File: config.mk
export PLATFORM = sky130hd
export DESIGN_NAME = sma_box_axis
export DESIGN_NICKNAME = d
export VERILOG_FILES = /design/src/hdl/assert_macros.svh /design/src/hdl/sma_box_axis.sv
export SDC_FILE = /design/constraint.sdc
export NUM_CORES = 1
export LEC_CHECK = 0
export ABC_AREA = 1
export BUFFER_PORTS_ARGS = -buffer_cell sky130_fd_sc_hd__buf_2
export CORE_MARGIN = 2
export CORE_UTILIZATION = 55
export DETAILED_ROUTE_END_ITERATION = 16
export MAX_ROUTING_LAYER = met4
export PLACE_DENSITY_LB_ADDON = 0.15
export SYNTH_ARGS = -nofsm -noshare
export SYNTH_HDL_FRONTEND = slang
export SYNTH_SLANG_ARGS = --single-unit
export TNS_END_PERCENT = 1
File: constraint.sdc
create_clock -name i_clk -period 4.6 [get_ports i_clk]
set_input_delay 0.69 -clock i_clk [delete_from_list [all_inputs] [get_ports i_clk]]
set_output_delay 0.69 -clock i_clk [all_outputs]
set_load 0.01 [all_outputs]
File: src/hdl/assert_macros.svh
// Assertion macros shared by the mask assembly RTL.
// Expects i_clk and i_rst_n in the scope of each use.
`ifndef ASSERT_MACROS_SVH
`define ASSERT_MACROS_SVH

// Checked only while out of reset.
`define SMA_ASSERT(label, prop, msg) \
    label: assert property (@(posedge i_clk) disable iff (!i_rst_n) prop) \
        else $error(msg);

// Checked at every edge, reset included.
`define SMA_ASSERT_ALWAYS(label, prop, msg) \
    label: assert property (@(posedge i_clk) prop) else $error(msg);

`endif

File: src/hdl/sma_box_axis.sv
// One axis of the box: clamps start/end to the image, then writes quarter-grid bounds.
// Depends on nothing outside this file.
`timescale 1ns / 1ps

module sma_box_axis #(
    parameter int LIMIT = 640
) (
    input  logic                               i_clk,
    input  logic                               i_rst_n,
    input  logic                               i_ld,
    input  logic                               i_commit,
    input  logic signed [15:0]                 i_start,
    input  logic signed [15:0]                 i_len,
    output logic [$clog2(LIMIT/4+1)-1:0]       o_lo,
    output logic [$clog2(LIMIT/4+1)-1:0]       o_hi
);

    localparam int AW = $clog2(LIMIT + 1);
    localparam int BW = $clog2(LIMIT/4 + 1);
    localparam logic signed [17:0] LIM = 18'(LIMIT);

    logic signed [17:0] start_x, end_x, end_cap, a18, diff, w;
    logic [AW-1:0]      a_clamp;
    logic [AW-1:0]      r_a;
    logic signed [17:0] r_b;
    logic [BW-1:0]      r_lo, r_hi;

    // first step: clamp start, cap end
    always_comb begin
        start_x = 18'(i_start);
        end_x   = 18'(i_start) + 18'(i_len);
        if (start_x < 18'sd0) begin
            a_clamp = '0;
        end else if (start_x > LIM) begin
            a_clamp = AW'(LIMIT);
        end else begin
            a_clamp = start_x[AW-1:0];
        end
        end_cap = (end_x > LIM) ? LIM : end_x;
    end

    // second step: scale down by four
    always_comb begin
        a18  = 18'(r_a);
        diff = r_b - a18;
        w    = (r_b > a18) ? (diff >>> 2) : 18'sd0;
    end

    always_ff @(posedge i_clk) begin
        if (i_ld) begin
            r_a <= a_clamp;
            r_b <= end_cap;
        end
    end

    always_ff @(posedge i_clk) begin
        if (!i_rst_n) begin
            r_lo <= '0;
            r_hi <= '0;
        end else if (i_commit) begin
            r_lo <= BW'(r_a >> 2);
            r_hi <= BW'(18'(r_a >> 2) + w);
        end
    end

    assign o_lo = r_lo;
    assign o_hi = r_hi;

endmodule

After elaboration in Yosys (flattened, before gate mapping) --
Cells that the tools add are included.
Word-level totals: bits in registers 43, input port bits 36, output and inout bits 16, word-level logic and storage cells 15
Operators by class: add/subtract/negate cells 3, $lt $le $gt $ge 4, mux-type cells 2, reductions and logical operators 1
Operators by type and width (number):
- $add 16x16->17 | 1
- $gt 17x11->1 | 1
- $gt 17x11->1 const B | 1
- $gt 16x11->1 const B | 1
- $lt 16x1->1 const B | 1
- $mux 10 | 1
- $sub 10x10->10 | 1
- $add 8x8->8 | 1
- $mux 8 | 1
- $reduce_or 2->1 | 1

Longest topological paths before layout --
depth in word-level cells 3, depth in mapped cells 25, gate-level depth less buffers 25

Worst setup path before layout --
Ideal clock, no wire load.
path type reg-to-reg, start point reg r_a[2], end point reg r_hi[7] (netlist: o_hi[7]), library setup time 0.109 ns, arrival 2.884 ns, required time 4.491 ns, slack 1.607 ns, stages on the path, launching flop included 24, buffers on the path 0, clock period less this slack 2.993 ns, path through edfxtp_1 -> inv_1 -> ha_1 -> a21oi_1 -> nand2_1 -> nand2_1 -> inv_1 -> or2_2 -> nand2_1 -> nand2_1 -> a21oi_1 -> xor2_1 -> nor2_1 -> ha_1 -> nand2_1 -> a21oi_1 -> a211oi_1 -> nand3_1 -> nand2_1 -> inv_1 -> nand4_1 -> nand3_1 -> nand2_1 -> inv_1
On the way: longest elaborated chain between the ends 3, elaborated cells between the ends (all ways) 4, those cells by class 2 x add/sub; 1 x order compare; 1 x mux
Ends and longest elaborated chain:
- from (decl) | line sma_box_axis.sv:24 | logic [AW-1:0] r_a;
- from (signal assigned) | line sma_box_axis.sv:51 | r_a <= a_clamp;
- $gt 17x11->1 / $sub 10x10->10 (equally long branches) | line sma_box_axis.sv:46, sma_box_axis.sv:45
- $mux 8 | line sma_box_axis.sv:46 | w = (r_b > a18) ? (diff >>> 2) : 18'sd0;
- $add 8x8->8 (*) | line sma_box_axis.sv:62 | r_hi <= BW'(18'(r_a >> 2) + w);
- to (signal assigned) | line sma_box_axis.sv:62
- to (decl) | line sma_box_axis.sv:26 | logic [BW-1:0] r_lo, r_hi;
Mark *: on every way between the ends. The rest lies on a longest branch, timed or not. A chain may end at the register's enable or synchronous reset.

Worst setup path after layout --
Ends and elaborated chain as after synthesis.

==> impl_metrics.ini <==
[run_status]
status = finished, final reports clean

[yosys]
postSynth.asyncResetShare_pct = 0
syn-cell-area_um2 = 3510
ys_seq_area_share_pct = 32.23
synth.distinct_cells = 36
yosys_warnings = 0
yosys_most_used_dff = edfxtp_1
synth_edf_count = 27
synth_fp_nets = 573
ys_ff_latch = 43
synth_area_per_cell_um2 = 6.991
synth_most_common_cell = nand2_1
synth.area.top_cells = edfxtp_1 (23%), nand2_1 (13%), ha_1 (12%), inv_1 (9.8%), dfxtp_1 (9.1%)
synthCells = 502
synth_top_area_cell = edfxtp_1
synth_common_cells = nand2_1 (118), inv_1 (92), nor2_1 (54)
synth_top_area_share_pct = 23.10

[finish]
area.growth.synth_to_final_pct = 11.23
regArea_um2 = 1131
nets = 624
drive_gt1_share_pct = 12.82
fill_cells = 621
diodes = 0
multi_input_area_um2 = 1991

[critical_path]
cp_cell_sequence = inv_1, ha_1, a21oi_1, nand2_1, nand2_1, inv_1, or2_2, nand2_1, nand2_1, a21oi_1, xor2_1, nor2_1, ha_1, nand2_1, a21oi_1, a211oi_1, nand3_1, nand2_1, inv_1, nand4_1, nand3_1, nand2_1, inv_1
cpMaxStageDelayCell = edfxtp_1
crit_path_end_kind = flip-flop
crit_type = flip-flop to flip-flop
rr_endpoint = o_hi[7]
rrSetupSlack_ps = 1010
cp_max_fo = 4
critical_path.startpoint_type = flip-flop
crit_required_ps = 4800
slowest_delay_ps = 420
worstPathArrival_ps = 3780
rr_worst_depth = 23
reg2reg_from = r_a[2]
cp_common_cell = nand2_1

[placement]
dp_hpwl_um = 6571
numPortBuffers = 51
globalplace.congestion = 0.9054

[route]
dr_wl_met3_um = 230
drcViolationCount = 0
vias = 3296
antenna_left = 0
vias_per_cell = 5.223
wl_per_cell_um = 12.38
first_pass_iters = 4
top_layer_used = met4
met1_length_um = 3404
drt-initial-drc-count = 118
wl_met2_um = 3986
wl_um = 7813

[grt]
grt_overflow = 0
track_usage_pct = 24.08
grt_max_degree = 28
grt_pass1_wl_um = 13540
first_global_vias = 3176
antenna_found_initial = 0

[clocking]
cts_max_level = 2
clk_path_buf_depth = 2
cts_buffers = 5
cts_resized = 0
clk_pin_slew_ps = 80
cts_hold_buf = 0
clkLatencyLatePin_ps = 300
root_buffer = clkbuf_8
cts_tree = built
clock-sinks = 43
cts_setup_buffers = 0

[timing]
setup_viol = 0
hold_viol = 0
clock.fmax_ghz = 0.2789
final.setup_skew_ps = 5.631
grt_setup_unrepaired = no
slew_viol_final = 0
fin_crit_sh_pct = 77.94
slew_headroom_pct = 61.78
tns_ps = 0
worst_slew_pin_slew_ps = 573.3
period_needed_ps = 3585

[floorplan]
die_h_um = 83.88
dieArea_um2 = 7036
core-area_um2 = 6277
initial_core_util_pct = 55.91
die_x_um = 83.88
ios = 52
rows = 29

[power_and_ir_drop]
powerDensity_nw_per_um2 = 306.5
p_total_w = 0.001196
power.leakage_nw = 2.124
ir_drop_v = 0.0002146

[min_path]
hp-start = o_hi[0]
min_path_cells = 2
min_to = o_hi[0]
hold_path_class = flip-flop to flip-flop

[run]
max_cap_viol_count = 0
==> layout make-up <==
cell class | instances | area share, %
multi-input cells | 360 | 50.99
flip-flops and latches | 43 | 28.97
inverters | 92 | 8.846
repair buffers | 51 | 6.538
well taps | 77 | 2.468
clock buffers | 6 | 1.859
clock inverters | 2 | 0.3205
==> registers in the layout, indices dropped and copies added, names as in the netlist <==
signal	flops
r_b	17
o_hi	8
r_a	10
o_lo	8
==> power breakdown <==
| group | internal [W] | switching (W) | leakage (nW) |
|---|---|---|---|
| combinational | 0.000185 | 0.000299 | 1.69 |
| sequential | 0.000460 | 0.0000176 | 0.393 |
| clock | 0.000106 | 0.000129 | 0.0412 |
==> layout by cell type, fill, tap and decap left out, drive strengths merged <==
cell type  instances
a211oi             1
a21boi             1
a21o               2
a21oi             46
a31oi              2
and2               3
and3               1
buf               51
clkbuf             6
clkinv             1
clkinvlp           1
dfxtp             16
edfxtp            27
fa                 2
ha                33
inv               92
nand2            121
nand3             30
nand3b             3
nand4              9
nor2              56
nor3               5
nor3b              1
nor4               3
o211ai             2
o21ai             26
o21bai             1
or2                2
xnor2              3
xor2               7
==> metal layers <==
layer	up-vias	GRT usage, %
li1	1731	-
met1	1477	27.64
met2	69	43.27
met3	19	2.967
met4	0	8.358
met5	-	-
==> stage by stage <==
stage               hold slack (ps)  instances  instance area (um2)  utilization, %  setup slack [ps]
global route                  538.8        631                 3904           62.19             777.8
finish                        494.6        631                 3904           62.19              1015
CTS                           499.0        631                 3904           62.19              1047
floorplan                     527.7        502                 3510               -              1607
detailed placement            476.3        623                 3819           60.83              1107
global placement              472.1        623                 3819           60.83              1186
==> worst max-delay path by stage <==
stage | startpoint | end | slack [ps] | cells after the start
after global placement | r_a[2] | o_hi[7] | 1190 | 23
after detailed placement | r_a[2] | o_hi[7] | 1110 | 23
after CTS | r_a[2] | o_hi[7] | 1050 | 23
after floorplan | r_a[2] | o_hi[7] | 1610 | 23
final | r_a[2] | o_hi[7] | 1010 | 23
after global routing | r_a[2] | o_hi[7] | 780 | 23
==> critical path, delay by kind of cell (launching register included) <==
family	cells	cell delay, ps
adder cells (fa/ha/maj)	2	580
XOR/XNOR	1	170
AND/OR/NAND/NOR	12	1330
flip-flops	1	420
AO/OA/AOI/OAI	4	750
buffers and inverters	4	230
==> kinds of logic after synthesis <==
group,synth area share (%)
flops,32.23
xor+xnor,2.496
buf+inv,11.05
compound gates,12.66
fa+ha+maj,12.91
simple gates,28.66
Note: power is estimated with default switching activity, not from simulation.
