<file path="src/hdl/assert_macros.svh">
// Assertion macros shared by the mask assembly RTL.
// Expects i_clk and i_rst_n in the scope of each use.
`ifndef ASSERT_MACROS_SVH
`define ASSERT_MACROS_SVH

// Checked only while out of reset.
`define SMA_ASSERT(label, prop, msg) \
    label: assert property (@(posedge i_clk) disable iff (!i_rst_n) prop) \
        else $error(msg);

// Checked at every edge, reset included.
`define SMA_ASSERT_ALWAYS(label, prop, msg) \
    label: assert property (@(posedge i_clk) prop) else $error(msg);

`endif

</file>
<file path="src/hdl/sma_pkg.sv">
// Package for the segmentation mask assembly block: item types, opcodes, sigmoid table.
// No dependencies.
`timescale 1ns / 1ps

package sma_pkg;

    localparam int FIELD_LANES = 8;
    localparam int GROUPS      = 4;
    localparam int SUM_W       = 35;   // sum of eight Q16.16 products
    localparam int ACC_W       = 36;   // sum plus carried partial

    localparam logic [1:0] OP_COEF   = 2'd0;
    localparam logic [1:0] OP_BOX    = 2'd1;
    localparam logic [1:0] OP_PIXEL  = 2'd2;
    localparam logic [1:0] GRP_FIRST = 2'd0;
    localparam logic [1:0] GRP_LAST  = 2'd3;

    localparam logic signed [31:0] SUM_MAX   = 32'sh7FFF_FFFF;
    localparam logic signed [31:0] SUM_MIN   = -32'sh7FFF_FFFF - 32'sd1;
    localparam logic signed [31:0] SIG_LIMIT = 32'sd524288;   // 8.0 in Q16.16

    typedef logic signed [31:0] t_prod;

    typedef struct packed {
        logic [1:0]         op;
        logic [1:0]         group;
        logic [7:0]         px;
        logic [7:0]         py;
        logic signed [15:0] v0;
        logic signed [15:0] v1;
        logic signed [15:0] v2;
        logic signed [15:0] v3;
        logic signed [15:0] v4;
        logic signed [15:0] v5;
        logic signed [15:0] v6;
        logic signed [15:0] v7;
    } t_in_item;

    typedef struct packed {
        logic [7:0] mask_value;
        logic [7:0] out_x;
        logic [7:0] out_y;
        logic       inside_box;
    } t_out_item;

    // Pixel item leaving the lane stage
    typedef struct packed {
        logic       valid;
        logic [1:0] grp;
        logic [7:0] px;
        logic [7:0] py;
        logic       in_box;
    } t_s1;

    // Finished pixel waiting for the sigmoid stage
    typedef struct packed {
        logic       valid;
        logic [7:0] px;
        logic [7:0] py;
        logic       in_box;
    } t_s3;

    // round(255 * sigmoid(midpoint)) over -8..8 in steps of 1/4
    localparam logic [7:0] SIG_TABLE [64] = '{
        8'd0,   8'd0,   8'd0,   8'd0,   8'd0,   8'd0,   8'd0,   8'd1,
        8'd1,   8'd1,   8'd1,   8'd2,   8'd2,   8'd2,   8'd3,   8'd4,
        8'd5,   8'd7,   8'd8,   8'd11,  8'd14,  8'd17,  8'd22,  8'd27,
        8'd34,  8'd42,  8'd51,  8'd62,  8'd75,  8'd89,  8'd104, 8'd120,
        8'd135, 8'd151, 8'd166, 8'd180, 8'd193, 8'd204, 8'd213, 8'd221,
        8'd228, 8'd233, 8'd238, 8'd241, 8'd244, 8'd247, 8'd248, 8'd250,
        8'd251, 8'd252, 8'd253, 8'd253, 8'd253, 8'd254, 8'd254, 8'd254,
        8'd254, 8'd255, 8'd255, 8'd255, 8'd255, 8'd255, 8'd255, 8'd255
    };

endpackage

</file>
<file path="src/hdl/sma_merge.sv">
// Merge stages: sums the lane products, then accumulates and saturates the partial sum.
// Depends on sma_pkg.
`timescale 1ns / 1ps

module sma_merge import sma_pkg::*; #(
    parameter int NL = 8
) (
    input  logic        i_clk,
    input  logic        i_rst_n,
    input  t_s1         i_s1,
    input  t_prod       i_prod [NL],
    input  logic        i_rdy4,
    output logic        o_rdy2,
    output t_s3         o_s3,
    output logic signed [31:0] o_sum
);

    logic                    r_v2, r_v3;
    logic [1:0]              r_grp;
    logic [7:0]              r_px2, r_py2, r_px3, r_py3;
    logic                    r_in2, r_in3;
    logic signed [SUM_W-1:0] r_sum;
    logic signed [31:0]      r_partial;
    logic signed [SUM_W-1:0] lane_sum;
    logic signed [ACC_W-1:0] acc;
    logic signed [31:0]      n_partial;
    logic                    rdy3;

    assign rdy3   = !r_v3 || i_rdy4;
    assign o_rdy2 = !r_v2 || rdy3;

    // lane products added in one registered level
    always_comb begin
        lane_sum = '0;
        for (int i = 0; i < NL; i++) begin
            lane_sum = lane_sum + SUM_W'(i_prod[i]);
        end
    end

    // first group restarts the sum; saturate to 32 bits
    always_comb begin
        acc = ((r_grp == GRP_FIRST) ? '0 : ACC_W'(r_partial)) + ACC_W'(r_sum);
        if (acc > ACC_W'(SUM_MAX)) begin
            n_partial = SUM_MAX;
        end else if (acc < ACC_W'(SUM_MIN)) begin
            n_partial = SUM_MIN;
        end else begin
            n_partial = acc[31:0];
        end
    end

    always_ff @(posedge i_clk) begin
        if (!i_rst_n) begin
            r_v2      <= 1'b0;
            r_v3      <= 1'b0;
            r_partial <= '0;
        end else begin
            if (o_rdy2) begin
                r_v2 <= i_s1.valid;
            end
            if (rdy3) begin
                r_v3 <= r_v2 && (r_grp == GRP_LAST);
                if (r_v2) begin
                    r_partial <= n_partial;
                end
            end
        end
    end

    always_ff @(posedge i_clk) begin
        if (o_rdy2) begin
            r_grp <= i_s1.grp;
            r_px2 <= i_s1.px;
            r_py2 <= i_s1.py;
            r_in2 <= i_s1.in_box;
            r_sum <= lane_sum;
        end
        if (rdy3) begin
            r_px3 <= r_px2;
            r_py3 <= r_py2;
            r_in3 <= r_in2;
        end
    end

    assign o_s3.valid  = r_v3;
    assign o_s3.px     = r_px3;
    assign o_s3.py     = r_py3;
    assign o_s3.in_box = r_in3;
    assign o_sum       = r_partial;

endmodule

</file>
<file path="config.mk">
export PLATFORM = sky130hd
export DESIGN_NAME = sma_merge
export DESIGN_NICKNAME = d
export VERILOG_FILES = /design/src/hdl/assert_macros.svh /design/src/hdl/sma_pkg.sv /design/src/hdl/sma_merge.sv
export SDC_FILE = /design/constraint.sdc
export NUM_CORES = 1
export LEC_CHECK = 0
export BUFFER_PORTS_ARGS = -buffer_cell sky130_fd_sc_hd__buf_2
export CAP_MARGIN = 15
export CORE_MARGIN = 8
export CORE_UTILIZATION = 60
export CTS_CLUSTER_SIZE = 12
export DETAILED_ROUTE_END_ITERATION = 10
export PLACE_DENSITY = 0.86
export SLEW_MARGIN = 20
export SYNTH_ARGS = -nofsm -noshare
export SYNTH_HDL_FRONTEND = slang
export SYNTH_SLANG_ARGS = --single-unit
</file>
<file path="constraint.sdc">
create_clock -name i_clk -period 9.6 [get_ports i_clk]
set_clock_uncertainty 0.05 [all_clocks]
set_input_delay 1.92 -clock i_clk [delete_from_list [all_inputs] [get_ports i_clk]]
set_output_delay 1.92 -clock i_clk [all_outputs]
set_load 0.005 [all_outputs]
</file>
Yosys cells after proc, flatten, opt, wreduce, memory -nomap -nowiden
Index checks and enable logic that the tools add are counted.
{ "classes": {"n_reduce_logical": 7, "add_sub_neg": 8, "magnitude_cmp": 2, "mux": 3, "eq_ne": 1} }
{ "ops": {"columns": ["operator", "count"], "rows": [
  ["$add 35x32->35", 4],
  ["$mux 32", 2],
  ["$add 36x36->36", 1],
  ["$gt 36x32->1 const B", 1],
  ["$lt 36x32->1 const B", 1],
  ["$mux 36", 1],
  ["$add 34x32->35", 1],
  ["$add 33x32->34", 1],
  ["$add 32x32->33", 1],
  ["$eq 2x2->1 const B", 1],
  ["$logic_not 1->1", 2],
  ["$logic_not 2->1", 1],
  ["$logic_or 1x1->1", 2],
  ["$reduce_and 2->1", 1],
  ["$logic_and 1x1->1", 1]
]} }
{ "word_totals": {"in_bits": 279, "output_inout_bits": 51, "register_bits": 105, "word_cells": 32} }

Depth between registers and ports, before layout
{ "logic_depth": {"depth_word": 7, "ltp_mapped": 20, "depth_no_buf": 20} }

Worst setup path after synthesis
Ideal clock, no wire load.
{ "synth_path": {"path_type": "input -> register", "from": "input i_prod[4] (netlist bit)", "to": "register r_sum[34] (data pin)", "slack_ps": 3033, "n_path_buf": 0, "required_time_ps": 9263, "setup_ps": 287, "t_arrival_ps": 6230, "cell_stages": 17, "path_cell_list": "inv_1 > fa_1 > inv_1 > fa_1 > fa_1 > inv_1 > fa_1 > inv_1 > ha_1 > nor2b_1 > o31a_1 > o31ai_1 > nor3_1 > o21ai_1 > a31oi_1 > a221oi_1 > o311ai_0"} }
{ "synth_via": {"elab_chain_cells": 1} }
{ "synth_lines": {"columns": ["element", "line_no", "text"], "rows": [
  ["start: declaration", "sma_merge.sv:11", "input t_prod i_prod [NL],"],
  ["$add 35x32->35", "sma_merge.sv:36", "lane_sum = lane_sum + SUM_W'(i_prod[i]);"],
  ["via lane_sum[34]", "sma_merge.sv:24", "logic signed [SUM_W-1:0] lane_sum;"],
  ["end signal: assignment", "sma_merge.sv:76", "r_sum <= lane_sum;"],
  ["end: declaration", "sma_merge.sv:22", "logic signed [SUM_W-1:0] r_sum;"]
]} }
The timed path passes the listed nets, and every way through them passes these cells.
A chain may end at the register's enable or synchronous reset.

Worst setup path after layout
Ends and elaborated chain as after synthesis.

==> impl_metrics.py <==
metrics = {
    "detailed_routing": {
        "drt-initial-drc-count": 478,
        "wire_per_inst_um": 15.8,
        "vias": 10500,
        "first_pass_iters": 5,
        "drt-total-wl_um": 31300,
        "vias_per_cell": 5.31,
        "antenna_left": 0,
        "route.detailed.drc": 0,
    },
    "timing": {
        "final_hold_viol_count": 0,
        "setup_viol": 0,
        "fin_ws_ps": 2590,
        "rsz0062_at_grt": "no",
        "worst_pin_slew_ps": 993,
        "drv_slew": 0,
        "timing.fmax_ghz": 0.143,
        "max_slew_margin": 0.336,
        "fin_tns_setup_ps": 0,
        "period_needed_ps": 7010,
        "fin_crit_sh": 0.730,
    },
    "die": {
        "dieWidth_um": 163,
        "design.core.area_um2": 21600,
        "die_y_um": 163,
        "rows": 54,
        "num_io_pins": 330,
        "initial_core_util": 0.603,
        "dieArea_um2": 26600,
    },
    "yosys": {
        "synth_area_um2": 13000,
        "syn_inst": 1381,
        "syn_avg_cell_area_um2": 9.41,
        "ys_types": 74,
        "synth-edff-count": 71,
        "syn-num-nets": 1926,
        "async_flop_share": 0,
        "synth-seq-area-share": 0.216,
        "synth_flop_cell": "edfxtp_1",
        "ys_warn_count": 0,
        "ys_seq_elements": 105,
    },
    "setup_path": {
        "cp-end-kind": "flip-flop",
        "crit_type": "in -> reg",
        "r2r_start": "r_grp[1]",
        "startpoint_type": "input pin",
        "r2r_slack_ps": 4410,
        "cp.arrival_ps": 7050,
        "reg2reg_to": "o_sum[0]",
        "worstRegToRegCells": 14,
        "required_ps": 9640,
        "worstPathMaxFanout": 5,
    },
    "clocking": {
        "cts.htree.levels": 3,
        "insertion_delay_ps": 360,
        "cts-buffers-inserted": 9,
        "cts_max_path_buffers": 2,
        "clk_root_buffer_cell": "clkbuf_16",
        "cts_setup_buffers": 0,
        "cts_hold_buf": 0,
        "cts_resized": 0,
        "cts_tree": "yes",
        "clock-sinks": 105,
        "path_clk_slew_ps": 80,
    },
    "layout": {
        "antenna_cells": 0,
        "drive_above_1_share": 0.239,
        "fin_area_um2": 15200,
        "nNetsFinal": 2240,
        "syn2layout_area_growth_pct": 16.7,
        "fill_cells": 1644,
        "mostFrequentLayoutCell": "inv_1",
        "mostFrequentLayoutCells": "393 x inv_1, 329 x buf_2, 196 x fa_1",
    },
    "power_and_ir_drop": {
        "p_leak_nw": 7.92,
        "peakVddDrop_mv": 0.206,
        "power_density_nw_per_um2": 333,
    },
    "placement": {
        "post_dp_cell_area_um2": 14900,
        "place_hpwl_um": 26900,
        "place.gp.congestion": 0.858,
        "port_buffers": 329,
        "place_worst_setup_slack_ps": 2250,
    },
    "outcome": {
        "outcome": "finished, final reports clean",
    },
    "global_routing": {
        "grt_max_degree": 55,
        "gr-usage-all-layers": 0.239,
        "antenna_found_initial": 0,
        "grt_pass1_wl_um": 51900,
        "overflow": 0,
        "grt_pass1_vias": 11500,
    },
    "hold_path": {
        "min_delay_path_depth": 0,
        "worstHoldStart": "r_py2[6]",
        "hold_end": "r_py3[6]",
        "min_path_type": "reg -> reg",
    },
    "job": {
        "cap_violations": 0,
    },
}
-- power breakdown --
part,internal (mW),switching (mW)
clock network,0.182,0.179
logic,1.63,2.24
registers,0.762,0.0608
total,2.57,2.48
-- how the worst max path moves through the flow --
stage	startpoint	endpoint	slack (ps)	cells past startpoint
after global placement	i_prod[4]	r_sum[34]	2370	18
after CTS	i_prod[4]	r_sum[34]	2610	18
after floorplan	i_prod[4]	r_sum[34]	3030	17
final	i_prod[4]	r_sum[34]	2590	18
after global routing	i_prod[4]	r_sum[34]	2290	18
after detailed placement	i_prod[4]	r_sum[34]	2250	18
-- worst max-delay path: stages --
cell and delay (ps):
buf_2 70, inv_1 40, fa_1 530, inv_1 60, fa_1 500, fa_1 550
inv_1 60, fa_1 530, inv_1 40, ha_1 310, nor2b_1 150, o31a_1 290
o31ai_1 530, nor3_1 190, o21ai_1 240, a31oi_1 190, a221oi_1 620, o311ai_0 210
-- Yosys cell counts (all sizes together), types with 5 or more instances --
cell,instances,share of area
o2111ai,5,0.0034
o21a,18,0.010
o21ai,99,0.038
nor2b,44,0.021
or3,5,0.0024
and2,6,0.0029
nand2b,13,0.0063
nor3,12,0.0046
clkbuf,24,0.0069
fa,196,0.30
a21o,20,0.012
nand2,49,0.014
o21bai,6,0.0035
xor2,13,0.0088
o31a,5,0.0034
nor2,53,0.015
o211ai,9,0.0056
and3,6,0.0029
buf,8,0.0059
nand3,13,0.0054
a31oi,6,0.0034
inv,393,0.11
dfxtp,34,0.052
a21oi,82,0.039
nand4,9,0.0043
ha,70,0.067
edfxtp,71,0.16
xnor2,29,0.020
a211oi,12,0.0085
a21boi,11,0.0064
-- metrics by stage --
step / hold slack, ps / power (mW) / std cells / utilization
2_1_floorplan: 350 / 3.82 / 1381 / -
3_3_place_gp: 350 / 4.52 / 1964 / 0.690
3_5_place_dp: 355 / 4.66 / 1964 / 0.690
4_1_cts: 372 / 5.04 / 1980 / 0.704
5_1_grt: 377 / 5.60 / 1980 / 0.704
6_report: 372 / 5.05 / 1980 / 0.704
-- state kept, by name (all words and copies together) (netlist names), 2 cells and up --
register / count
r_grp: 2
r_sum: 35
o_sum: 32
r_px3: 8
r_px2: 8
r_py3: 8
r_py2: 8
-- final cells by class --
| cell class | count | area (um2) | share of cell area |
|---|---|---|---|
| clock buffer | 10 | 229 | 0.0151 |
| clock inverter | 6 | 60.1 | 0.00396 |
| inverter | 393 | 1480 | 0.0973 |
| multi-input combinational | 851 | 8550 | 0.564 |
| sequential | 105 | 2810 | 0.185 |
| tap | 280 | 350 | 0.0231 |
| timing repair buffer | 335 | 1690 | 0.112 |
-- logic make-up after synthesis --
| group | count (synthesis) | synth area share |
|---|---|---|
| xor gates and xnor gates | 42 | 0.0283 |
| and+or+nand+nor | 233 | 0.0962 |
| buffers and inverters | 425 | 0.126 |
| AOI/OAI and AO/OA | 306 | 0.160 |
| DFF | 105 | 0.216 |
| adders and majority gates | 266 | 0.369 |
| muxes | 4 | 0.00327 |
-- per-layer routing --
layer / vias to the layer above / routed length [um] / track usage
li1: 5004 / - / -
met1: 5059 / 12400 / 0.287
met2: 383 / 15800 / 0.416
met3: 71 / 2200 / 0.0496
met4: 0 / 974 / 0.0909
met5: - / 0 / 0
No activity file was read; power rests on OpenSTA's default activity.
