[src/hdl/assert_macros.svh]
// Assertion macros shared by the mask assembly RTL.
// Expects i_clk and i_rst_n in the scope of each use.
`ifndef ASSERT_MACROS_SVH
`define ASSERT_MACROS_SVH

// Checked only while out of reset.
`define SMA_ASSERT(label, prop, msg) \
    label: assert property (@(posedge i_clk) disable iff (!i_rst_n) prop) \
        else $error(msg);

// Checked at every edge, reset included.
`define SMA_ASSERT_ALWAYS(label, prop, msg) \
    label: assert property (@(posedge i_clk) prop) else $error(msg);

`endif

[src/hdl/sma_pkg.sv]
// Package for the segmentation mask assembly block: item types, opcodes, sigmoid table.
// No dependencies.
`timescale 1ns / 1ps

package sma_pkg;

    localparam int FIELD_LANES = 8;
    localparam int GROUPS      = 4;
    localparam int SUM_W       = 35;   // sum of eight Q16.16 products
    localparam int ACC_W       = 36;   // sum plus carried partial

    localparam logic [1:0] OP_COEF   = 2'd0;
    localparam logic [1:0] OP_BOX    = 2'd1;
    localparam logic [1:0] OP_PIXEL  = 2'd2;
    localparam logic [1:0] GRP_FIRST = 2'd0;
    localparam logic [1:0] GRP_LAST  = 2'd3;

    localparam logic signed [31:0] SUM_MAX   = 32'sh7FFF_FFFF;
    localparam logic signed [31:0] SUM_MIN   = -32'sh7FFF_FFFF - 32'sd1;
    localparam logic signed [31:0] SIG_LIMIT = 32'sd524288;   // 8.0 in Q16.16

    typedef logic signed [31:0] t_prod;

    typedef struct packed {
        logic [1:0]         op;
        logic [1:0]         group;
        logic [7:0]         px;
        logic [7:0]         py;
        logic signed [15:0] v0;
        logic signed [15:0] v1;
        logic signed [15:0] v2;
        logic signed [15:0] v3;
        logic signed [15:0] v4;
        logic signed [15:0] v5;
        logic signed [15:0] v6;
        logic signed [15:0] v7;
    } t_in_item;

    typedef struct packed {
        logic [7:0] mask_value;
        logic [7:0] out_x;
        logic [7:0] out_y;
        logic       inside_box;
    } t_out_item;

    // Pixel item leaving the lane stage
    typedef struct packed {
        logic       valid;
        logic [1:0] grp;
        logic [7:0] px;
        logic [7:0] py;
        logic       in_box;
    } t_s1;

    // Finished pixel waiting for the sigmoid stage
    typedef struct packed {
        logic       valid;
        logic [7:0] px;
        logic [7:0] py;
        logic       in_box;
    } t_s3;

    // round(255 * sigmoid(midpoint)) over -8..8 in steps of 1/4
    localparam logic [7:0] SIG_TABLE [64] = '{
        8'd0,   8'd0,   8'd0,   8'd0,   8'd0,   8'd0,   8'd0,   8'd1,
        8'd1,   8'd1,   8'd1,   8'd2,   8'd2,   8'd2,   8'd3,   8'd4,
        8'd5,   8'd7,   8'd8,   8'd11,  8'd14,  8'd17,  8'd22,  8'd27,
        8'd34,  8'd42,  8'd51,  8'd62,  8'd75,  8'd89,  8'd104, 8'd120,
        8'd135, 8'd151, 8'd166, 8'd180, 8'd193, 8'd204, 8'd213, 8'd221,
        8'd228, 8'd233, 8'd238, 8'd241, 8'd244, 8'd247, 8'd248, 8'd250,
        8'd251, 8'd252, 8'd253, 8'd253, 8'd253, 8'd254, 8'd254, 8'd254,
        8'd254, 8'd255, 8'd255, 8'd255, 8'd255, 8'd255, 8'd255, 8'd255
    };

endpackage

[src/hdl/sma_lane.sv]
// One multiply lane: holds its coefficient per group and registers coef * prototype.
// Depends on sma_pkg.
`timescale 1ns / 1ps

module sma_lane import sma_pkg::*; #(
    parameter int LANE     = 0,
    parameter int LANES    = 8,
    parameter int CHANNELS = 32
) (
    input  logic               i_clk,
    input  logic               i_wr,
    input  logic               i_ld,
    input  logic [1:0]         i_grp,
    input  logic signed [15:0] i_val,
    output t_prod              o_prod
);

    logic signed [15:0] r_coef [GROUPS];
    t_prod              r_prod;
    logic               idx_ok;
    logic signed [15:0] coef;

    // channel index past the coefficient count is dropped on write, zero on read
    assign idx_ok = ((int'(i_grp) * LANES) + LANE) < CHANNELS;
    assign coef   = idx_ok ? r_coef[i_grp] : 16'sd0;

    always_ff @(posedge i_clk) begin
        if (i_wr && idx_ok) begin
            r_coef[i_grp] <= i_val;
        end
        if (i_ld) begin
            r_prod <= coef * i_val;
        end
    end

    assign o_prod = r_prod;

endmodule

[config.mk]
export PLATFORM = sky130hd
export DESIGN_NAME = sma_lane
export DESIGN_NICKNAME = d
export VERILOG_FILES = /design/src/hdl/assert_macros.svh /design/src/hdl/sma_pkg.sv /design/src/hdl/sma_lane.sv
export SDC_FILE = /design/constraint.sdc
export NUM_CORES = 1
export LEC_CHECK = 0
export BUFFER_PORTS_ARGS = -buffer_cell sky130_fd_sc_hd__buf_2
export CAP_MARGIN = 20
export CORE_ASPECT_RATIO = 0.9
export CORE_MARGIN = 2
export CORE_UTILIZATION = 40
export CTS_BUF_LIST = sky130_fd_sc_hd__clkbuf_4
export DETAILED_ROUTE_END_ITERATION = 8
export MAX_ROUTING_LAYER = met4
export PLACE_DENSITY_LB_ADDON = 0.15
export SLEW_MARGIN = 10
export SYNTH_ARGS = -nofsm -noshare
export SYNTH_HDL_FRONTEND = slang
export SYNTH_SLANG_ARGS = --single-unit
[constraint.sdc]
create_clock -name i_clk -period 8.7 [get_ports i_clk]
set_input_delay 1.74 -clock i_clk [delete_from_list [all_inputs] [get_ports i_clk]]
set_output_delay 1.74 -clock i_clk [all_outputs]
set_load 0.02 [all_outputs]
; ---- Word-level counts from Yosys, hierarchy flattened
; Memory sizes are Yosys's and may differ from the RTL's.
; Cells that the tools add are included.
; Widths: inputs -> output; s select.
[classes]
multipliers = 1
magnitude_cmp = 1
mux = 3
reduce_logical = 1
[op_table]
columns = cell, n
row1 = $mul 16x16->32, 1
row2 = $mux 16, 1
row3 = $lt 5x6->1 const B, 1
row4 = $mux 1, 2
row5 = $logic_and 1x1->1, 1
[word_totals]
register_bits = 32
ramBits = 64
input_bits = 21
out_inout_bits = 32
elab_cells = 8
n_memories = 1
[memory_table]
columns = memory, depth, word_bits, read_ports, rd_clocked_by_memory_dff, write_ports, line
row1 = r_coef, 4, 16, 1, 0, 1, sma_lane.sv:18  ; logic signed [15:0] r_coef [GROUPS];

; ---- Longest topological paths before layout
; Gate-level depths: netlist of run 1.
[depth]
word_depth = 4
mapped_depth = 26
ltp_nobuf = 24

; ---- Worst setup path after synthesis of run 1
; Ideal clock, no wire load.
[synth_timing]
path_type = in2reg
start = input port i_grp[0]
end = register r_prod[30], in the netlist o_prod[30], data pin
setup_ns = 0.135
arrival_time_ns = 8.127
t_required_ns = 8.565
setup_slack_ns = 0.438
path_stages = 21
n_path_buf = 2
cell_sequence = buf_2 mux4_2 clkbuf_1 nand2_1 inv_1 fa_1 fa_1 fa_1 fa_1 fa_1 inv_1 fa_1 inv_1 ha_1 a21oi_1 o21ai_0 a2111o_1 o21ai_2 a41oi_2 or4b_1 nand3_1
[synth_via]
elab_chain_len = 3
elab_cells_between_ends = 4
cone_classes = mul: 1 / order compare: 1 / mux: 1 / memory: 1
[synth_lines]
columns = element, line
row1 = start: declaration, sma_lane.sv:13  ; input logic [1:0] i_grp,
row2 = $lt 5x6->1 or $mem_v2 4x16 (tied branches), n/a
row3 = $mux 16 (*), sma_lane.sv:25  ; assign coef = idx_ok ? r_coef[i_grp] : 16'sd0;
row4 = $mul 16x16->32 (*), sma_lane.sv:32  ; r_prod <= coef * i_val;
row5 = end signal: assignment, sma_lane.sv:32
row6 = end: declaration, sma_lane.sv:19  ; t_prod r_prod;
; Every way passes the cells marked *; elsewhere a longest branch is shown, timed or not.
; A chain may end at the register's enable or synchronous reset.

; ---- Worst setup path after layout of run 1
[layout_timing]
start = input port i_grp[1]
end = register r_prod[31], in the netlist o_prod[31], data pin
; Same word-level chain as after synthesis.

==> results of run 1 <==
stage by stage:
step	std cells	setup slack (ps)	cell area, um^2	hold WS (ps)	utilization
2_1_floorplan	1246	438	13300	781	-
3_3_place_gp	1757	163	14500	1050	0.441
3_5_place_dp	1757	107	14500	1050	0.441
4_1_cts	1773	739	14600	1110	0.446
5_1_grt	1776	414	14600	1160	0.446
6_report	1776	743	14600	1100	0.446
layer usage:
metal	GRT usage	wire, um
met4	0.0309	363
met5	-	0
met1	0.271	14100
met2	0.333	15600
met3	0.0265	957
sequential cells by signal, summed over array words and instances (netlist names):
name / count
r_coef: 64
o_prod: 32
cell type report:
class / count / share of cell area
Antenna cell: 3 / 0.000513
Clock buffer: 9 / 0.00462
Clock inverter: 7 / 0.00556
Inverter: 320 / 0.0821
Multi-Input combinational cell: 794 / 0.618
Sequential cell: 96 / 0.197
Tap cell: 422 / 0.0361
Timing Repair Buffer: 125 / 0.0561
cell families (layout without fill, tap and decap cells):
family          Yosys count  count (layout)  synth area share
compound gates           78              78            0.0391
fa+ha+maj               344             344             0.473
mux                      17              17            0.0280
simple gates            325             325             0.121
other cells               0               3                 0
flops                    96              96             0.218
xor+xnor                 30              30            0.0198
buf+inv                 356             461             0.101
cells in the mapped netlist (3+ instances only):
cell type / number
sky130_fd_sc_hd__a21oi_1: 26
sky130_fd_sc_hd__clkbuf_1: 34
sky130_fd_sc_hd__a21boi_0: 3
sky130_fd_sc_hd__mux4_2: 16
sky130_fd_sc_hd__fa_1: 262
sky130_fd_sc_hd__nor2_1: 29
sky130_fd_sc_hd__nand3_1: 7
sky130_fd_sc_hd__ha_1: 82
sky130_fd_sc_hd__inv_1: 320
sky130_fd_sc_hd__a211oi_1: 5
sky130_fd_sc_hd__a21o_1: 5
sky130_fd_sc_hd__xnor2_1: 25
sky130_fd_sc_hd__o21ai_0: 16
sky130_fd_sc_hd__nand2_1: 145
sky130_fd_sc_hd__edfxtp_1: 96
sky130_fd_sc_hd__nor2b_1: 3
sky130_fd_sc_hd__and3_1: 3
sky130_fd_sc_hd__nand2b_1: 7
sky130_fd_sc_hd__xor2_1: 5
sky130_fd_sc_hd__and2_1: 118
sky130_fd_sc_hd__o21bai_1: 4
worst max-delay path by stage:
| stage | end | start |
|---|---|---|
| after CTS | o_prod[31] | i_grp[0] |
| after global routing | o_prod[31] | i_grp[0] |
| final | o_prod[31] | i_grp[1] |
| after detailed placement | o_prod[31] | i_grp[0] |
| after global placement | o_prod[31] | i_grp[0] |
| after floorplan | o_prod[30] | i_grp[0] |
tightest hold or removal path: stages (launching register included):
cell and delay (ps):
sky130_fd_sc_hd__edfxtp_1 360, sky130_fd_sc_hd__mux4_2 270, sky130_fd_sc_hd__buf_4 230, sky130_fd_sc_hd__and2_1 150
==> summary.md, run 1 <==
• **average cell area after synthesis** 10.6 um^2
• **reg-to-reg startpoint** r_coef[3][10]
• **most common library cell in the layout ignoring fill and taps** sky130_fd_sc_hd__inv_1
• **number of gates resized after CTS** 0
• **maximum number of pins on one net before global-route repair** 33
• **global placer's final weighted congestion** 0.888
• **root buffer selected by CTS** sky130_fd_sc_hd__clkbuf_4
• **Die Width** 196 um
• **number of detailed-routing iterations run before antenna repair** 7
• **Final Max Tran Viols** 0
• **CTS buffer count** 9
• **crit-path leading delay family** adder cells
• **area fraction of the dominant cell type after synthesis** 0.396
• **slew at the pin with the worst max-slew slack** 982 ps
• **Synth async-reset ratio** 0
• **fraction of final layout cells with drive strength greater than 1** 0.125
• **y dimension of the die** 177 um
• **worst min-delay path class** reg2reg
• **vias post-DR** 8564
• **top library cells by usage in the layout, fill and taps aside** 320 x sky130_fd_sc_hd__inv_1, 262 x sky130_fd_sc_hd__fa_1, 145 x sky130_fd_sc_hd__nand2_1
• **syn nets** 1611
• **clock insertion delay at the later pin of the skew report** 560 ps
• **half-perimeter wire length after placement** 24900 um
• **end of the worst register-to-register path** o_prod[31]
• **global-route congestion overflow total** 0
• **Setup-failing EPs final** 0
• **TritonCTS clock tree** yes
• **Crit path depth** 23
• **highest clock rate** 126 MHz
• **total setup buffers inserted after CTS** 0
• **Slew HR** 0.345
• **effective utilization at floorplan** 0.404
• **outcome** completed
• **cell-by-cell trace of the critical path** buf_2 -> mux4_2 -> nand2_1 -> inv_1 -> fa_1 -> inv_1 -> fa_1 -> fa_1 -> inv_1 -> fa_1 -> fa_1 -> inv_1 -> fa_1 -> inv_1 -> ha_1 -> a21o_1 -> a211oi_1 -> a2bb2oi_1 -> nand2_1 -> a41oi_1 -> a21oi_1 -> a211o_1 -> xnor2_1
• **H-tree levels** 3
• **area of the core region** 32800 um^2
• **nets** 1711
• **instance count along the most critical hold path** 3
• **relative area change from synthesis to final layout** 10.4%
• **Iter 0 DRT Violations** 418
• **post-synthesis instance area** 13300 um^2
• **WP data arrival** 8290 ps
• **unrepaired setup endpoints after global routing** false
• **peak per-stage delay on the critical path** 530 ps
• **top cells by area in the synthesized netlist** sky130_fd_sc_hd__fa_1 40%, sky130_fd_sc_hd__edfxtp_1 22%, sky130_fd_sc_hd__inv_1 9.1%, sky130_fd_sc_hd__ha_1 7.7%, sky130_fd_sc_hd__and2_1 5.6%
• **sinks on the clock net** 96
• **cell count of the worst reg-to-reg path** 21
• **full die area** 34600 um^2
• **count of port buffers added during placement** 52
• **min-delay src** r_coef[0][0]
• **DRC violation count after routing** 0
• **max cap viols** 0
• **first-pass GRT wire length** 51000 um
• **CP Launch Type** input pin
• **sequential cell area** 2880 um^2
• **Yosys warnings** 0
• **routed length per placed instance** 17.5 um
• **io pins** 53
• **routed vias/inst** 4.82
• **Worst Path Required** 9030 ps
• **detailed-route wire length** 31100 um
• **register clock-pin slew on the reported worst setup and hold paths** 200 ps
• **sequential fraction of the synthesis area** 0.218
• **final cycle utilization of the critical path** 0.915
• **setup slack on the worst flop-to-flop path** 1890 ps
• **clock skew** 45.2 ps
• **Worst Path Max Fanout** 20
• **all-layer global routing usage** 0.201
• **vias in the first global route** 9124
• **clock period minus final worst setup slack** 7960 ps
• **hold endpoint** o_prod[0]
• **area taken by multi-input logic gates** 9040 um^2
• **number of register bits inferred by synthesis** 96
• **number of flops mapped to enable cells by yosys** 96
• **number of antenna violations at the first check in global routing** 3
• **critical path's most frequent cell** sky130_fd_sc_hd__fa_1
• **Total Neg Setup Slack** 0 ps
• **Synth cell types** 48
• **post-cts hold buffer count** 0
• **Slowest cell on crit path** sky130_fd_sc_hd__fa_1
• **antenna viol nets, final** 0
• **maximum buffer depth of the clock tree** 2
• **Placement Rows** 63
• **Main synth FF type** sky130_fd_sc_hd__edfxtp_1
• **Crit Path Class** in2reg
• **number of buffer and inverter stages on the critical path** 6
• **library cell occupying the most area in the post-synthesis netlist** sky130_fd_sc_hd__fa_1
• **FILL cells** 3146
• **count of endpoints failing hold in the final timing report** 0
• **post-synthesis instance total** 1246
• **capturing element type of the critical path** flip-flop
Power of run 1 is not shown: default switching activity piles up to over one toggle a cycle in this logic, so the estimate is an artifact.
==> run 2, diff against run 1 <==
Settings changed: CTS_BUF_LIST sky130_fd_sc_hd__clkbuf_4 to sky130_fd_sc_hd__clkbuf_4 sky130_fd_sc_hd__clkbuf_8.
==> run 2 against run 1 <==
Global-route usage is essentially flat; sequential share of layout area shrank 0.069 points; cell area grew 0.35%; setup slack lost 160 ps; clock-buffer cell count is the same; first-iteration DRC count grew 0.96%; highest routed layer unchanged.
==> summary.md, run 2 (synthesized netlist as in run 1, its figures left out) <==
• **outcome** completed
• **crit-path leading delay family** adder cells
• **DRC violation count after routing** 0
• **Crit Path Class** in2reg
• **number of gates resized after CTS** 0
• **routed vias/inst** 4.82
• **capturing element type of the critical path** flip-flop
• **Iter 0 DRT Violations** 422
• **top library cells by usage in the layout, fill and taps aside** 320 x sky130_fd_sc_hd__inv_1, 262 x sky130_fd_sc_hd__fa_1, 145 x sky130_fd_sc_hd__nand2_1
• **Die Width** 196 um
• **detailed-route wire length** 31100 um
• **fraction of final layout cells with drive strength greater than 1** 0.125
• **end of the worst register-to-register path** o_prod[31]
• **relative area change from synthesis to final layout** 10.8%
• **clock period minus final worst setup slack** 8120 ps
• **unrepaired setup endpoints after global routing** false
• **maximum buffer depth of the clock tree** 2
• **routed length per placed instance** 17.5 um
• **vias post-DR** 8543
• **Setup-failing EPs final** 0
• **root buffer selected by CTS** sky130_fd_sc_hd__clkbuf_8
• **global placer's final weighted congestion** 0.888
• **peak per-stage delay on the critical path** 530 ps
• **clock insertion delay at the later pin of the skew report** 420 ps
• **min-delay src** r_coef[0][0]
• **CP Launch Type** input pin
• **cell-by-cell trace of the critical path** buf_2 -> mux4_2 -> nand2_1 -> inv_1 -> fa_1 -> inv_1 -> fa_1 -> fa_1 -> inv_1 -> fa_1 -> fa_1 -> inv_1 -> fa_1 -> inv_1 -> ha_1 -> a21o_1 -> a211oi_1 -> a2bb2oi_1 -> nand2_1 -> a41oi_1 -> a21oi_1 -> a211o_1 -> xnor2_1
• **worst min-delay path class** reg2reg
• **first-pass GRT wire length** 51000 um
• **final cycle utilization of the critical path** 0.933
• **half-perimeter wire length after placement** 24900 um
• **register with the most flip-flops** r_coef
• **reg-to-reg startpoint** r_coef[3][10]
• **Worst Path Max Fanout** 20
• **Met2 Wirelength** 15700 um
• **number of buffer and inverter stages on the critical path** 6
• **max FFs per register** 64
• **slew at the pin with the worst max-slew slack** 978 ps
• **most common library cell in the layout ignoring fill and taps** sky130_fd_sc_hd__inv_1
• **Placement Rows** 63
• **max cap viols** 0
• **vias in the first global route** 9131
• **length of routed wiring on met1** 14200 um
• **sinks on the clock net** 96
• **count of endpoints failing hold in the final timing report** 0
• **cell count of the worst reg-to-reg path** 21
• **global-route congestion overflow total** 0
• **number of detailed-routing iterations run before antenna repair** 5
• **count of port buffers added during placement** 52
• **WP data arrival** 8280 ps
• **TritonCTS clock tree** yes
• **maximum number of pins on one net before global-route repair** 33
• **nets** 1711
• **Total Neg Setup Slack** 0 ps
• **number of antenna violations at the first check in global routing** 1
• **register clock-pin slew on the reported worst setup and hold paths** 120 ps
• **Cells after DPL** 1757
• **CTS buffer count** 9
• **Crit path depth** 23
• **post-cts hold buffer count** 0
• **total setup buffers inserted after CTS** 0
• **highest clock rate** 123 MHz
• **antenna viol nets, final** 0
• **all-layer global routing usage** 0.201
• **Slew HR** 0.347
• **setup slack on the worst flop-to-flop path** 1890 ps
• **Slowest cell on crit path** sky130_fd_sc_hd__fa_1
• **io pins** 53
• **Worst Path Required** 8870 ps
• **area of the core region** 32800 um^2
• **Top Metal Used** met4
• **Detail Route met3 WL** 870 um
• **clock skew** 33.3 ps
• **y dimension of the die** 177 um
• **hold endpoint** o_prod[0]
• **effective utilization at floorplan** 0.404
• **critical path's most frequent cell** sky130_fd_sc_hd__fa_1
• **Final Max Tran Viols** 0
• **number of non-filler instances in the completed layout** 1774
• **instance count along the most critical hold path** 3
• **H-tree levels** 3
• **full die area** 34600 um^2
[run 2: changes by cell type in the layout (fill, tap and decap cells not counted), sizes merged]
cell	previous run	this run
diode	3	1
[run 2: layout make-up]
cell class | count | area, um^2
Fill cell | 3140 | 18100
Tap cell | 422 | 528
Sequential cell | 96 | 2880
Timing Repair Buffer | 125 | 821
Antenna cell | 1 | 2.50
Multi-Input combinational cell | 794 | 9040
Clock buffer | 9 | 124
Clock inverter | 7 | 81.3
Inverter | 320 | 1200
[run 2: worst register-to-register path: stages (launching register included)]
cell and delay [ps]:
sky130_fd_sc_hd__edfxtp_1 390, sky130_fd_sc_hd__mux4_2 580, sky130_fd_sc_hd__and2_1 220, sky130_fd_sc_hd__fa_1 480, sky130_fd_sc_hd__inv_1 50, sky130_fd_sc_hd__fa_1 470, sky130_fd_sc_hd__fa_1 530, sky130_fd_sc_hd__inv_1 60
sky130_fd_sc_hd__fa_1 480, sky130_fd_sc_hd__fa_1 490, sky130_fd_sc_hd__inv_1 50, sky130_fd_sc_hd__fa_1 490, sky130_fd_sc_hd__inv_1 50, sky130_fd_sc_hd__ha_1 280, sky130_fd_sc_hd__a21o_1 190, sky130_fd_sc_hd__a211oi_1 280
sky130_fd_sc_hd__a2bb2oi_1 410, sky130_fd_sc_hd__nand2_1 180, sky130_fd_sc_hd__a41oi_1 350, sky130_fd_sc_hd__a21oi_1 150, sky130_fd_sc_hd__a211o_1 290, sky130_fd_sc_hd__xnor2_1 120
[run 2: metal layers]
layer,vias up,global-route usage
li1,3963,-
met2,129,0.332
met3,18,0.0265
met1,4433,0.272
met5,-,-
met4,0,0.0313
[run 2: worst max path at each step]
stage / startpoint / endpoint
CTS: i_grp[0] / o_prod[31]
global placement: i_grp[0] / o_prod[31]
floorplan: i_grp[0] / o_prod[30]
global route: i_grp[0] / o_prod[31]
finish: i_grp[1] / o_prod[31]
detailed placement: i_grp[0] / o_prod[31]
[run 2: stage by stage]
step	worst slack (ps)	cell area, um^2	util	hold slack [ps]
after floorplan	438	13300	-	781
after detailed placement	107	14500	0.441	1050
final	583	14700	0.448	1110
after global routing	237	14700	0.448	1150
after global placement	163	14500	0.441	1050
after CTS	573	14700	0.448	1090
Power of run 2 is left out for the same reason.
==> run 3, diff against run 2 <==
Settings changed: CELL_PAD_IN_SITES_DETAIL_PLACEMENT set to 1, CELL_PAD_IN_SITES_GLOBAL_PLACEMENT set to 1, CORE_UTILIZATION 40 to 48.
==> run 3 against run 2 <==
Register-to-register slack got worse by 30 ps; critical path type unchanged; hold slack improved by 5.0 ps; via count rose by 4.0%; cell area decreased by 0.77%; sequential cell count unchanged; critical path depth did not move; sequential share of layout area up 0.15 points; clock-buffer cell count unchanged; global-route usage grew 6.4 points; critical endpoint unchanged.
==> summary.md, run 3 (synthesized netlist as in run 1, its figures left out) <==
• **clock insertion delay at the later pin of the skew report** 420 ps
• **half-perimeter wire length after placement** 27100 um
• **setup slack on the worst flop-to-flop path** 1860 ps
• **instance count along the most critical hold path** 3
• **FILL cells** 3050
• **number of antenna violations at the first check in global routing** 1
• **Setup-failing EPs final** 0
• **CTS buffer count** 9
• **reg-to-reg startpoint** r_coef[3][10]
• **Iter 0 DRT Violations** 394
• **most common library cell in the layout ignoring fill and taps** sky130_fd_sc_hd__inv_1
• **maximum buffer depth of the clock tree** 2
• **Final Max Tran Viols** 0
• **H-tree levels** 3
• **clock skew** 26.9 ps
• **first-pass GRT wire length** 55600 um
• **y dimension of the die** 162 um
• **CP Launch Type** input pin
• **highest clock rate** 122 MHz
• **TritonCTS clock tree** yes
• **clock period minus final worst setup slack** 8210 ps
• **vias in the first global route** 10211
• **vias post-DR** 8882
• **Crit Path Class** in2reg
• **full die area** 29000 um^2
• **worst min-delay path class** reg2reg
• **register clock-pin slew on the reported worst setup and hold paths** 110 ps
• **relative area change from synthesis to final layout** 9.93%
• **Worst Path Max Fanout** 15
• **top library cells by usage in the layout, fill and taps aside** 320 x sky130_fd_sc_hd__inv_1, 262 x sky130_fd_sc_hd__fa_1, 145 x sky130_fd_sc_hd__nand2_1
• **number of gates resized after CTS** 0
• **hold_ws** 1110 ps
• **WP data arrival** 8360 ps
• **nets** 1710
• **post-cts hold buffer count** 0
• **effective utilization at floorplan** 0.489
• **outcome** completed
• **final cycle utilization of the critical path** 0.943
• **io pins** 53
• **root buffer selected by CTS** sky130_fd_sc_hd__clkbuf_8
• **Slew HR** 0.361
• **all-layer global routing usage** 0.265
• **number of detailed-routing iterations run before antenna repair** 7
• **min-delay src** r_coef[3][0]
• **count of endpoints failing hold in the final timing report** 0
• **total setup buffers inserted after CTS** 0
• **global-route congestion overflow total** 0
• **capturing element type of the critical path** flip-flop
• **area of the core region** 27100 um^2
• **routed vias/inst** 5.21
• **fraction of final layout cells with drive strength greater than 1** 0.124
• **count of port buffers added during placement** 52
• **antenna viol nets, final** 0
• **hold endpoint** o_prod[0]
• **final core utilization** 0.537
• **max FFs per register** 64
• **end of the worst register-to-register path** o_prod[31]
• **unrepaired setup endpoints after global routing** false
• **global placer's final weighted congestion** 0.892
• **DRC violation count after routing** 0
• **routed length per placed instance** 19.8 um
• **detailed-route wire length** 33800 um
• **register with the most flip-flops** r_coef
• **max cap viols** 0
• **maximum number of pins on one net before global-route repair** 33
• **sinks on the clock net** 96
• **Worst Path Required** 8850 ps
• **Placement Rows** 57
• **cell count of the worst reg-to-reg path** 22
• **slew at the pin with the worst max-slew slack** 958 ps
• **Die Width** 179 um
## run 3: cell types whose count changed in the layout (fill, tap and decap cells not counted), sizes merged
cell / delta
buf: -2
clkbuf: +1
clkinv: -2
clkinvlp: +2
## run 3: final cells by class
| class | instances | area (um^2) | share of cell area |
|---|---|---|---|
| clock buffers | 9 | 124 | 0.00850 |
| well taps | 354 | 443 | 0.0304 |
| diodes | 1 | 2.50 | 0.000172 |
| repair buffers | 124 | 816 | 0.0560 |
| multi-input cells | 794 | 9040 | 0.621 |
| flip-flops and latches | 96 | 2880 | 0.198 |
| clock inverters | 7 | 58.8 | 0.00404 |
| inverters | 320 | 1200 | 0.0825 |
## run 3: per-layer routing
| metal | track usage | part of all wire |
|---|---|---|
| met4 | 0.0598 | 0.022 |
| met3 | 0.0363 | 0.033 |
| met5 | - | 0 |
| met2 | 0.469 | 0.54 |
| met1 | 0.322 | 0.40 |
## run 3: critical path: stages
cell,delay [ps]
sky130_fd_sc_hd__clkbuf_4,330
sky130_fd_sc_hd__mux4_2,720
sky130_fd_sc_hd__and2_1,240
sky130_fd_sc_hd__fa_1,500
sky130_fd_sc_hd__inv_1,60
sky130_fd_sc_hd__fa_1,470
sky130_fd_sc_hd__fa_1,530
sky130_fd_sc_hd__inv_1,60
sky130_fd_sc_hd__fa_1,450
sky130_fd_sc_hd__fa_1,550
sky130_fd_sc_hd__inv_1,60
sky130_fd_sc_hd__fa_1,480
sky130_fd_sc_hd__inv_1,40
sky130_fd_sc_hd__ha_1,280
sky130_fd_sc_hd__a21o_1,180
sky130_fd_sc_hd__a211oi_1,290
sky130_fd_sc_hd__a2bb2oi_1,230
sky130_fd_sc_hd__buf_4,140
sky130_fd_sc_hd__nand2_1,90
sky130_fd_sc_hd__a41oi_1,330
sky130_fd_sc_hd__a21oi_1,160
sky130_fd_sc_hd__a211o_1,290
sky130_fd_sc_hd__xnor2_1,130
## run 3: worst max path at each step
stage | from | slack (ps) | to | depth (start not counted)
3_5_place_dp | i_grp[0] | -180 | o_prod[31] | 23
6_report | i_grp[0] | 490 | o_prod[31] | 23
2_1_floorplan | i_grp[0] | 440 | o_prod[30] | 21
5_1_grt | i_grp[0] | 140 | o_prod[31] | 23
4_1_cts | i_grp[0] | 240 | o_prod[31] | 23
3_3_place_gp | i_grp[0] | -40 | o_prod[31] | 23
## run 3: per-stage QoR
step / instances / area, um^2 / setup TNS (ps) / setup WS (ps)
after CTS: 1704 / 14600 / 0 / 241
after global routing: 1705 / 14600 / 0 / 142
after floorplan: 1246 / 13300 / 0 / 438
after detailed placement: 1688 / 14400 / -286 / -181
after global placement: 1688 / 14400 / -45.3 / -44.9
final: 1705 / 14600 / 0 / 492
Power of run 3 is left out for the same reason.
